==> src/rtl/spira_pkg.sv <==
// Shared types and constants for the SPI register-access master.
package spira_pkg;

  // Default serial frame width in bits
  localparam int unsigned SPIRA_FRAME_BITS = 16;

  // Field widths of one tick item and one result item
  localparam int unsigned ADDR_W      = 4;
  localparam int unsigned WDATA_W     = 11;
  localparam int unsigned HALF_W      = 16;
  localparam int unsigned RDATA_W     = 16;
  localparam int unsigned IN_TDATA_W  = 24;
  localparam int unsigned OUT_TDATA_W = 24;

  // Command word layout: read flag in bit 15, address in bits 14..11
  localparam logic [15:0] READ_FLAG = 16'h8000;

  // Link phase
  typedef enum logic [1:0] {
    PH_IDLE = 2'd0,
    PH_HIGH = 2'd1,
    PH_LOW  = 2'd2,
    PH_GAP  = 2'd3
  } phase_e;

  // One tick item
  typedef struct packed {
    logic               start_req;
    logic               mode;       // 0 read, 1 write
    logic [ADDR_W-1:0]  reg_addr;
    logic [WDATA_W-1:0] write_data;
    logic               miso;
  } item_t;

  // One result item: line levels after the tick plus status
  typedef struct packed {
    logic               sclk;
    logic               mosi;
    logic               cs_n;
    logic               busy;
    logic               done;
    logic [RDATA_W-1:0] rd_word;
  } res_t;

endpackage

==> src/rtl/spira_engine.sv <==
// Per-tick SPI link state machine: frame shifting, SCLK timing and capture.
module spira_engine #(
  parameter int unsigned FRAME_BITS = spira_pkg::SPIRA_FRAME_BITS
) (
  input  logic                              clk_i,
  input  logic                              rst_ni,
  input  logic                              step_i,
  input  spira_pkg::item_t                  item_i,
  input  logic                              cfg_we_i,
  input  logic [spira_pkg::HALF_W-1:0]      cfg_half_i,
  output spira_pkg::res_t                   res_o
);
  import spira_pkg::*;

  localparam int unsigned BW = $clog2(FRAME_BITS);
  localparam logic [BW-1:0] LAST_BIT = BW'(FRAME_BITS - 1);

  phase_e                phase_q, phase_d;
  logic [BW-1:0]         bit_q, bit_d;
  logic [FRAME_BITS-1:0] tx_q, tx_d;
  logic [FRAME_BITS-1:0] rx_q, rx_d;
  logic                  second_q, second_d;
  logic                  wr_q, wr_d;
  logic [HALF_W-1:0]     tick_q, tick_d;
  logic [HALF_W-1:0]     half_q;

  logic [HALF_W-1:0]     half_eff;
  logic                  half_done;
  logic [BW-1:0]         pos_now, pos_next;
  logic [FRAME_BITS-1:0] rx_cap;
  logic [15:0]           cmd_word;
  logic [31:0]           cmd_wide;
  logic [31:0]           rx_wide;
  logic                  done;
  logic [RDATA_W-1:0]    rd;

  // Half-period end: zero acts as one
  assign half_eff  = (half_q == '0) ? HALF_W'(1) : half_q;
  assign half_done = ({1'b0, tick_q} + (HALF_W+1)'(1)) >= {1'b0, half_eff};

  // Bit position on the wire, MSB first
  assign pos_now  = LAST_BIT - bit_q;
  assign pos_next = LAST_BIT - bit_d;

  // Capture MISO on the first tick after the falling edge
  assign rx_cap = rx_q | ((item_i.miso && tick_q == '0) ?
                          (FRAME_BITS'(1) << pos_now) : '0);
  assign rx_wide = 32'(rx_cap);

  // First command word of an access
  assign cmd_word = item_i.mode ?
                    {1'b0, item_i.reg_addr, item_i.write_data} :
                    (READ_FLAG | {1'b0, item_i.reg_addr, WDATA_W'(0)});
  assign cmd_wide = {16'b0, cmd_word};

  // Next-state logic
  always_comb begin
    phase_d  = phase_q;
    bit_d    = bit_q;
    tx_d     = tx_q;
    rx_d     = rx_q;
    second_d = second_q;
    wr_d     = wr_q;
    tick_d   = tick_q;
    done     = 1'b0;
    rd       = '0;
    unique case (phase_q)
      PH_HIGH: begin
        if (half_done) begin
          phase_d = PH_LOW;
          tick_d  = '0;
        end else begin
          tick_d = tick_q + HALF_W'(1);
        end
      end
      PH_LOW: begin
        rx_d = rx_cap;
        if (half_done) begin
          tick_d = '0;
          if (bit_q == LAST_BIT) begin
            if (!wr_q && !second_q) begin
              second_d = 1'b1;
              tx_d     = '1;
              phase_d  = PH_GAP;
            end else begin
              if (!wr_q) begin
                rd = rx_wide[RDATA_W-1:0];
              end
              done    = 1'b1;
              phase_d = PH_IDLE;
            end
          end else begin
            bit_d   = bit_q + BW'(1);
            phase_d = PH_HIGH;
          end
        end else begin
          tick_d = tick_q + HALF_W'(1);
        end
      end
      PH_GAP: begin
        if (half_done) begin
          bit_d   = '0;
          rx_d    = '0;
          tick_d  = '0;
          phase_d = PH_HIGH;
        end else begin
          tick_d = tick_q + HALF_W'(1);
        end
      end
      PH_IDLE: begin
        if (item_i.start_req) begin
          wr_d     = item_i.mode;
          second_d = 1'b0;
          tx_d     = cmd_wide[FRAME_BITS-1:0];
          rx_d     = '0;
          bit_d    = '0;
          tick_d   = '0;
          phase_d  = PH_HIGH;
        end
      end
      default: phase_d = PH_IDLE;
    endcase
  end

  // Result for this tick, from the state after it
  always_comb begin
    res_o.sclk    = (phase_d == PH_HIGH);
    res_o.cs_n    = (phase_d == PH_IDLE) || (phase_d == PH_GAP);
    res_o.mosi    = res_o.cs_n ? 1'b0 : tx_d[pos_next];
    res_o.busy    = (phase_d != PH_IDLE);
    res_o.done    = done;
    res_o.rd_word = rd;
  end

  // State registers advance once per accepted tick
  always_ff @(posedge clk_i or negedge rst_ni) begin
    if (!rst_ni) begin
      phase_q  <= PH_IDLE;
      bit_q    <= '0;
      tx_q     <= '0;
      rx_q     <= '0;
      second_q <= 1'b0;
      wr_q     <= 1'b0;
      tick_q   <= '0;
    end else if (step_i) begin
      phase_q  <= phase_d;
      bit_q    <= bit_d;
      tx_q     <= tx_d;
      rx_q     <= rx_d;
      second_q <= second_d;
      wr_q     <= wr_d;
      tick_q   <= tick_d;
    end
  end

  // Half-period register
  always_ff @(posedge clk_i or negedge rst_ni) begin
    if (!rst_ni) begin
      half_q <= HALF_W'(1);
    end else if (cfg_we_i) begin
      half_q <= cfg_half_i;
    end
  end

endmodule

==> src/rtl/spi_register_access_master_unit.sv <==
// Top level of the SPI register-access master: stream ports and result register.
//
// Each input transfer is one tick of the serial link and yields exactly one
// result transfer with the SCLK, MOSI and CS_N levels after that tick plus
// busy/done status and, on the done tick of a read, the word captured in the
// second frame. The state machine updates in one step per tick and a single
// output register holds the result, so one tick is accepted every clock cycle
// while that register is empty or being drained in the same cycle, and each
// result is registered in the cycle after its tick. A write access lasts
// 2*FRAME_BITS half periods, a read 4*FRAME_BITS+1, with the half period set by
// the configuration register in ticks (0 counts as 1). The user must write the
// configuration register only while no access is in progress (not enforced).
module spi_register_access_master_unit #(
  parameter int unsigned FRAME_BITS = spira_pkg::SPIRA_FRAME_BITS
) (
  input  logic                               clk_i,
  input  logic                               rst_ni,
  // start_req[0], reg_addr[4:1], write_data[15:5], miso[16], zero pad
  input  logic [spira_pkg::IN_TDATA_W-1:0]   s_axis_tdata_i,
  // mode[0]
  input  logic                               s_axis_tuser_i,
  input  logic                               s_axis_tvalid_i,
  output logic                               s_axis_tready_o,
  // sclk[0], mosi[1], cs_n[2], busy_res[3], done_res[4], rd_word[20:5], pad
  output logic [spira_pkg::OUT_TDATA_W-1:0]  m_axis_tdata_o,
  output logic                               m_axis_tvalid_o,
  input  logic                               m_axis_tready_i,
  input  logic [spira_pkg::HALF_W-1:0]       cfg_data_i,
  input  logic                               cfg_valid_i,
  output logic                               cfg_ready_o
);
  import spira_pkg::*;

  item_t item;
  res_t  res;
  logic  in_xfer;
  logic  out_valid_q, out_valid_d;
  res_t  out_res_q;

  // Unpack the tick item
  assign item.start_req  = s_axis_tdata_i[0];
  assign item.mode       = s_axis_tuser_i;
  assign item.reg_addr   = s_axis_tdata_i[4:1];
  assign item.write_data = s_axis_tdata_i[15:5];
  assign item.miso       = s_axis_tdata_i[16];

  assign s_axis_tready_o = !out_valid_q || m_axis_tready_i;
  assign in_xfer         = s_axis_tvalid_i && s_axis_tready_o;
  assign cfg_ready_o     = 1'b1;

  spira_engine #(
    .FRAME_BITS(FRAME_BITS)
  ) u_engine (
    .clk_i      (clk_i),
    .rst_ni     (rst_ni),
    .step_i     (in_xfer),
    .item_i     (item),
    .cfg_we_i   (cfg_valid_i),
    .cfg_half_i (cfg_data_i),
    .res_o      (res)
  );

  // Result register occupancy
  always_comb begin
    out_valid_d = out_valid_q;
    if (in_xfer) begin
      out_valid_d = 1'b1;
    end else if (m_axis_tready_i) begin
      out_valid_d = 1'b0;
    end
  end

  always_ff @(posedge clk_i or negedge rst_ni) begin
    if (!rst_ni) begin
      out_valid_q <= 1'b0;
    end else begin
      out_valid_q <= out_valid_d;
    end
  end

  // Result payload
  always_ff @(posedge clk_i) begin
    if (in_xfer) begin
      out_res_q <= res;
    end
  end

  assign m_axis_tvalid_o = out_valid_q;
  assign m_axis_tdata_o  = {3'b0, out_res_q.rd_word, out_res_q.done, out_res_q.busy,
                            out_res_q.cs_n, out_res_q.mosi, out_res_q.sclk};

endmodule

==> config.mk <==
export PLATFORM = sky130hd
export DESIGN_NAME = spi_register_access_master_unit
export DESIGN_NICKNAME = d
export VERILOG_FILES = /design/src/rtl/spira_pkg.sv /design/src/rtl/spira_engine.sv /design/src/rtl/spi_register_access_master_unit.sv
export SDC_FILE = /design/constraint.sdc
export NUM_CORES = 1
export LEC_CHECK = 0
export BUFFER_PORTS_ARGS = -buffer_cell sky130_fd_sc_hd__buf_2
export CORE_MARGIN = 1
export CORE_UTILIZATION = 52
export DETAILED_ROUTE_END_ITERATION = 6
export GPL_ROUTABILITY_DRIVEN = 0
export GPL_TIMING_DRIVEN = 0
export PLACE_DENSITY_LB_ADDON = 0.12
export SYNTH_ARGS = -nofsm -noshare
export SYNTH_HDL_FRONTEND = slang
export SYNTH_SLANG_ARGS = --single-unit
export TNS_END_PERCENT = 1
==> constraint.sdc <==
create_clock -name clk_i -period 3.6 [get_ports clk_i]
set_clock_uncertainty 0.1 [all_clocks]
set_input_delay 0.36 -clock clk_i [delete_from_list [all_inputs] [get_ports clk_i]]
set_output_delay 0.36 -clock clk_i [all_outputs]
set_load 0.02 [all_outputs]
==> results of run 1 <==
[worst min-delay path, cell delays in order]
cell and delay, ps:
buf_2 70, nand2_1 40, o21ai_0 60
[layout make-up]
type,instances,share of cell area [%]
Multi-Input combinational cell,372,42.2
Sequential cell,94,39.7
Timing Repair Buffer,86,8.41
Tap cell,129,2.60
Buffer,28,2.21
Clock buffer,9,1.99
Inverter,31,1.87
Clock inverter,7,1.05
[synthesized netlist by cell type (7+ instances only)]
master / instances
a21oi_1: 33
a22o_1: 16
a22oi_1: 16
a31oi_1: 27
clkbuf_1: 20
dfrtp_1: 72
edfxtp_1: 21
ha_1: 30
inv_1: 31
mux2i_1: 7
nand2_1: 38
nand2b_1: 8
nand3_1: 17
nand4_1: 8
nor2_1: 55
nor3_1: 11
o21ai_0: 37
xnor2_1: 10
[per-layer routing]
layer	vias up	routed length (um)	GRT usage, %
met5	-	0	0
met4	0	153	7.47
met3	15	563	4.23
met2	125	5700	38.8
met1	2093	5450	35.0
li1	2087	-	-
[power by group through the flow]
stage	sequential [mW]	combinational (mW)	clock [mW]
2_1_floorplan	1.36	0.490	0
3_3_place_gp	1.35	0.695	0
3_5_place_dp	1.35	0.719	0
4_1_cts	1.33	0.786	0.686
5_1_grt	1.36	0.918	0.723
6_report	1.33	0.816	0.675
[flip-flops by register name, summed over array words and instances, names as in the netlist]
register and flops:
u_engine.second_q 1, u_engine.tx_q 16, u_engine.half_q 16, u_engine.tick_q 16
u_engine.bit_q 4, m_axis_tdata_o 21, u_engine.phase_q 2, m_axis_tvalid_o 1
u_engine.rx_q 16, u_engine.wr_q 1
[path summary, 6_finish.rpt]
kind	start	to	slack [ps]	cells after the start
max	u_engine.tick_q[4]	m_axis_tdata_o[1]	-220	16
min	cfg_data_i[13]	u_engine.half_q[13]	100	3
max reg2reg	u_engine.tick_q[4]	m_axis_tdata_o[1]	-220	16
min reg2reg	u_engine.tx_q[2]	u_engine.tx_q[2]	390	2
max in group asynchronous	rst_ni	u_engine.half_q[0]	2390	3
min in group asynchronous	rst_ni	u_engine.tick_q[11]	370	2
[metrics by stage]
step	hold WS (ps)	std cells	instance area, sq um
global route	94.1	756	6220
detailed placement	238	716	5620
CTS	91.7	750	6070
finish	97.1	756	6220
global placement	365	715	5600
floorplan	-35.6	525	5130
[cells by family after synthesis]
logic type               after synthesis  synth area share, %
AND/OR/NAND/NOR                      165                 15.9
AO/OA/AOI/OAI                        149                 18.7
flip-flops                            94                 48.4
buffers and inverters                 59                 4.68
adder cells (fa/ha/maj)               30                 7.39
XOR/XNOR                              14                 2.41
multiplexers                          10                 2.27
other                                  2                0.148
[repair_timing]
action / in CTS / in global routing
resized for setup: 25 / 23
setup endpoints to repair: 57 / 46
hold buffers: 1 / 0
pin swaps: 15 / 16
buffers inserted: 17 / 6
endpoints found under the hold margin: 33 / 0
==> summary.md, run 1 <==
| Metric | Value |
|---|---|
| CTS Sinks | `94` |
| Clock Power Share | `roughly a quarter` |
| Worst skew pair latency | `between 300 and 400 ps` |
| Pre-CTS setup slack | `-577 ps` |
| HPWL after DPL | `about 8.2 mm` |
| Std cell rows | `35` |
| Number of enable flip-flop cells after synthesis | `21` |
| Root buf cell | `clkbuf_8` |
| RSZ-0062 raised after global routing | `yes` |
| FF/Latch Area | `between 2000 and 2500 sq um` |
| Min cycle time layout | `between 3000 and 4000 ps` |
| Endpoints failing setup | `7` |
| Starting DRT DRC Count | `roughly 230` |
| Avg Inst Size Synth | `9.71 sq um` |
| CTS tree | `done` |
| Comb pwr share | `about 29%` |
| Setup tns final | `-346 ps` |
| Period utilization | `106%` |
| Share of layout cells above drive strength 1 | `between 20% and 30%` |
| Critical Path RT | `about 3600 ps` |
| Multi-input combinational cell area | `2620 sq um` |
| Starting density of the core | `54.2%` |
| Filler cells | `~770` |
| Largest net degree at the start of global routing | `41` |
| Ys flop type | `dfrtp_1` |
| WS Path Type | `flip-flop to flip-flop` |
| Global Route Usage Sum | `between 20% and 30%` |
| Crit Path Max Fanout | `4` |
| Failing checks | `negative setup slack` |
| Routed wire length per instance | `about 16 um` |
| Final worst setup slack | `-222 ps` |
| Sequential cell area fraction in the yosys report | `around half` |
| Vias/cell | `roughly 5.7` |
| Outcome | `complete, but fails checks` |
| DIE AREA | `10200 sq um` |
| DR vias | `between 4000 and 5000` |
| Post-Syn Area | `just over 5000 sq um` |
| DR pass1 iterations | `5` |
| Most frequent cells in the layout | `66 x dfrtp_1, 60 x buf_2, 55 x nor2_1` |
| Area Growth Syn to Fin | `22.4%` |
| Antenna viol nets, final | `0` |
| First-pass GRT wire length | `around 20 mm` |
| Nets@finish | `~700` |
| Critical Path End Type | `flip-flop` |
| P_int | `approximately 1.8 mW` |
| Total Power | `around 2.8 mW` |
| Num ports | `73` |
| Crit path buffers/inverters | `1` |
| Syn. warnings | `0` |
| Total wire length | `approximately 12 mm` |
| Peak supply drop | `about 0.23 mV` |
| Worst Path Arrival | `3840 ps` |
| Synth area leader | `dfrtp_1` |
| H-tree levels | `3` |
| Delay-heaviest family, CP | `simple AND/OR/NAND/NOR gates` |
| Clock Path Buffers | `2` |
| Number of global-route vias before repair | `~4000` |
| Register bit total from synthesis | `94` |
| Switching part of the total | `roughly a third` |
| Cts bufs inserted | `9` |
| Sw power | `approximately 980 uW` |
| Startpoint Class | `flip-flop` |
| Die X | `101 um` |
| DR DRC count | `0` |
| Clk slew on worst S/H paths | `around 110 ps` |
| # diodes | `0` |
| Syn Inst Count | `~520` |
| P_leak | `roughly 2.8 nW` |
| Most common cell after layout, fill and taps aside | `dfrtp_1` |
| Core area | `9370 sq um` |
| Max Slew Vio Count | `0` |
| Max Fclk | `between 200 and 300 MHz` |
| Die Ht | `a little over 100 um` |
| Crit-path cells | `buf_6 > and4_4 > nand4_4 > or2_4 > xnor2_4 > ha_4 > a21oi_1 > o21ai_1 > or2b_1 > and3_4 > and2_4 > or4_4 > a32o_2 > and2b_2 > a22o_1 > a211oi_2` |
| Hold Path Class | `input pin to flip-flop` |
| Yosys top cell area share | `between 30 and 40%` |
| Max-cap viol count | `0` |
| Final hold vios | `0` |
| Worst slew pin tran | `~700 ps` |
| PD cells | `455 nW/um^2` |
| Initial antenna violation count | `0` |
| Fraction of registers with async set/reset | `~78%` |
| Slew margin rel. | `a little over half` |
| Residual overflow from global routing | `0` |
| Share of power burned in registers | `between 40% and 50%` |
| Largest cells by area after synthesis | `dfrtp_1 35%, edfxtp_1 12%, ha_1 7.4%` |
| Slowest library cell on the worst path | `or4_4` |
| Final core occ | `66.3%` |
| Synth cell types | `just under 60` |
| Max stage delay on crit path | `between 400 and 500 ps` |
| Port Buffers | `61` |
No activity file was read; power rests on OpenSTA's default activity.
==> run 2: changes to the inputs <==
--- a/config.mk
+++ b/config.mk
@@ -6,8 +6,9 @@
 export NUM_CORES = 1
 export LEC_CHECK = 0
 export BUFFER_PORTS_ARGS = -buffer_cell sky130_fd_sc_hd__buf_2
-export CORE_MARGIN = 1
+export CORE_MARGIN = 4
 export CORE_UTILIZATION = 52
+export CTS_CLUSTER_SIZE = 28
 export DETAILED_ROUTE_END_ITERATION = 6
 export GPL_ROUTABILITY_DRIVEN = 0
 export GPL_TIMING_DRIVEN = 0
==> run 2 against run 1 <==
Net effect:
- the run still ends with negative setup slack left
- global-route usage fell by 3.8 points
- non-clock buffer count rose by 2
- combinational power barely moved
- via count rose by 0.88%
- die area rose by 12%
- clock power rose by 9.5%
- first-iteration DRC count rose by 9.8%
- flip-flop and latch count did not move
- sequential power barely moved
- largest power group unchanged
- highest routed layer unchanged
==> summary.md, run 2 (same netlist as run 1, synthesis figures left out) <==
| Metric | Value |
|---|---|
| Crit path buffers/inverters | `1` |
| Initial antenna violation count | `0` |
| DR vias | `4358` |
| Core area | `between 9000 and 10000 sq um` |
| Hold endpoint | `u_engine.half_q[10]` |
| Fin cells | `~760` |
| PD cells | `about 460 nW/um^2` |
| Post-route cell area | `6300 sq um` |
| Pre-CTS setup slack | `-570 ps` |
| Max stage delay on crit path | `approximately 480 ps` |
| P_leak | `approximately 2.8 nW` |
| Delay-heaviest family, CP | `simple AND/OR/NAND/NOR gates` |
| R2r endpoint | `m_axis_tdata_o[1]` |
| Residual overflow from global routing | `0` |
| Number of global-route vias before repair | `just over 4000` |
| Area Growth Syn to Fin | `24.1%` |
| Max Slew Vio Count | `0` |
| Placed insts | `716` |
| Most frequent CP cell | `and2_4` |
| Critical Path RT | `3620 ps` |
| Clock Path Buffers | `2` |
| Cells on Worst Hold Path | `3` |
| Area post-placement | `approximately 5600 sq um` |
| Worst R2R Setup Slack | `-280 ps` |
| Most common cell after layout, fill and taps aside | `dfrtp_1` |
| DR pass1 iterations | `5` |
| CTS Sinks | `94` |
| Root buf cell | `clkbuf_8` |
| Die X | `around 110 um` |
| First-pass GRT wire length | `about 20 mm` |
| Starting density of the core | `54.2%` |
| Crit Path Max Fanout | `4` |
| Die Ht | `~110 um` |
| Vias/cell | `about 5.7` |
| # diodes | `0` |
| Largest net degree at the start of global routing | `between 50 and 60` |
| Reg2Reg Launch Point | `u_engine.tick_q[3]` |
| Worst skew pair latency | `360 ps` |
| Hold_sp | `cfg_data_i[10]` |
| Starting DRT DRC Count | `between 200 and 300` |
| Global Route Usage Sum | `between 20% and 30%` |
| Nets@finish | `700` |
| Filler cells | `766` |
| Critical Path End Type | `flip-flop` |
| Endpoints failing setup | `1` |
| Share of layout cells above drive strength 1 | `between 20% and 30%` |
| CTS tree | `done` |
| Max-cap viol count | `0` |
| Final worst setup slack | `-279 ps` |
| Hold Path Class | `input pin to flip-flop` |
| Worst Path Arrival | `~3900 ps` |
| Final core occ | `approximately 67%` |
| Period utilization | `108%` |
| Most frequent cells in the layout | `66 x dfrtp_1, 61 x buf_2, 53 x nor2_1` |
| Crit-path cells | `and2_4 > buf_4 > nand4_4 > or2_4 > xnor2_4 > ha_4 > nand2_2 > nor3_4 > nand3_2 > and3_4 > and2_4 > or4_4 > a32o_2 > and2b_2 > a22o_1 > a211oi_2` |
| R2R cell count | `16` |
| DR DRC count | `0` |
| Peak supply drop | `0.260 mV` |
| Num ports | `73` |
| Total wire length | `about 12 mm` |
| Max Fclk | `between 200 and 300 MHz` |
| Outcome | `complete, but fails checks` |
| Max reg flops | `21` |
| Worst slew pin tran | `~690 ps` |
| Port Buffers | `61` |
| Slowest library cell on the worst path | `or4_4` |
| Final hold vios | `0` |
| Min cycle time layout | `between 3000 and 4000 ps` |
| Failing checks | `negative setup slack` |
| Routed wire length per instance | `approximately 16 um` |
| RSZ-0062 raised after global routing | `yes` |
| Slew margin rel. | `between 50% and 60%` |
| WS Path Type | `flip-flop to flip-flop` |
| Cts bufs inserted | `9` |
| H-tree levels | `3` |
| Startpoint Class | `flip-flop` |
| Antenna viol nets, final | `0` |
| DIE AREA | `about 11000 sq um` |
| HPWL after DPL | `8.28 mm` |
| Std cell rows | `35` |
| Clk slew on worst S/H paths | `approximately 100 ps` |
==> run 2: through the flow <==
stage	setup TNS, ps	power [mW]	hold slack [ps]
6_report	-279	2.89	103
5_1_grt	-1210	3.06	101
3_5_place_dp	-13240	2.07	178
4_1_cts	-1590	2.84	87.7
3_3_place_gp	-10840	2.04	365
2_1_floorplan	-38.3	1.85	-35.6
==> run 2: repair_timing <==
item / CTS / global route
setup endpoints to repair: 54 / 69
pin swaps: 13 / 34
buffers inserted: 12 / 14
resized for setup: 22 / 44
hold endpoints to repair: 20 / 0
hold buffers: 1 / 0
gates cloned: 0 / 0
==> run 2: worst min-delay path, stage by stage <==
cell and delay (ps):
buf_2 70, nand2_1 40, o21ai_0 50
==> run 2: per-layer routing <==
metal | up-vias | global-route usage, % | routed length (um)
met2 | 115 | 33.5 | 5820
met4 | 0 | 5.75 | 102
met5 | - | 0 | 0
li1 | 2093 | - | -
met1 | 2140 | 29.9 | 5490
met3 | 10 | 2.71 | 524
==> run 2: worst max-delay path by stage <==
| stage | depth (start not counted) | end | startpoint | slack, ps |
|---|---|---|---|---|
| 2_1_floorplan | 16 | m_axis_tdata_o[1] | u_engine.tick_q[2] | -40 |
| 3_3_place_gp | 16 | m_axis_tdata_o[1] | u_engine.tick_q[2] | -540 |
| 3_5_place_dp | 16 | m_axis_tdata_o[1] | u_engine.tick_q[2] | -570 |
| 4_1_cts | 16 | m_axis_tdata_o[1] | u_engine.tick_q[2] | -280 |
| 5_1_grt | 16 | m_axis_tdata_o[1] | u_engine.tick_q[3] | -360 |
| 6_report | 16 | m_axis_tdata_o[1] | u_engine.tick_q[3] | -280 |
==> run 2: final cells by class <==
cell class | instances | area (sq um) | share of cell area, %
flip-flops and latches | 94 | 2470 | 39.1
multi-input cells | 372 | 2670 | 42.3
well taps | 129 | 161 | 2.56
plain buffers | 27 | 131 | 2.08
clock inverters | 7 | 90.1 | 1.43
repair buffers | 89 | 544 | 8.64
inverters | 31 | 116 | 1.85
clock buffers | 9 | 124 | 1.97
==> run 2: where the power goes <==
| part | switching, mW | internal [mW] |
|---|---|---|
| registers | 0.0947 | 1.24 |
| clock network | 0.402 | 0.337 |
| logic | 0.492 | 0.324 |
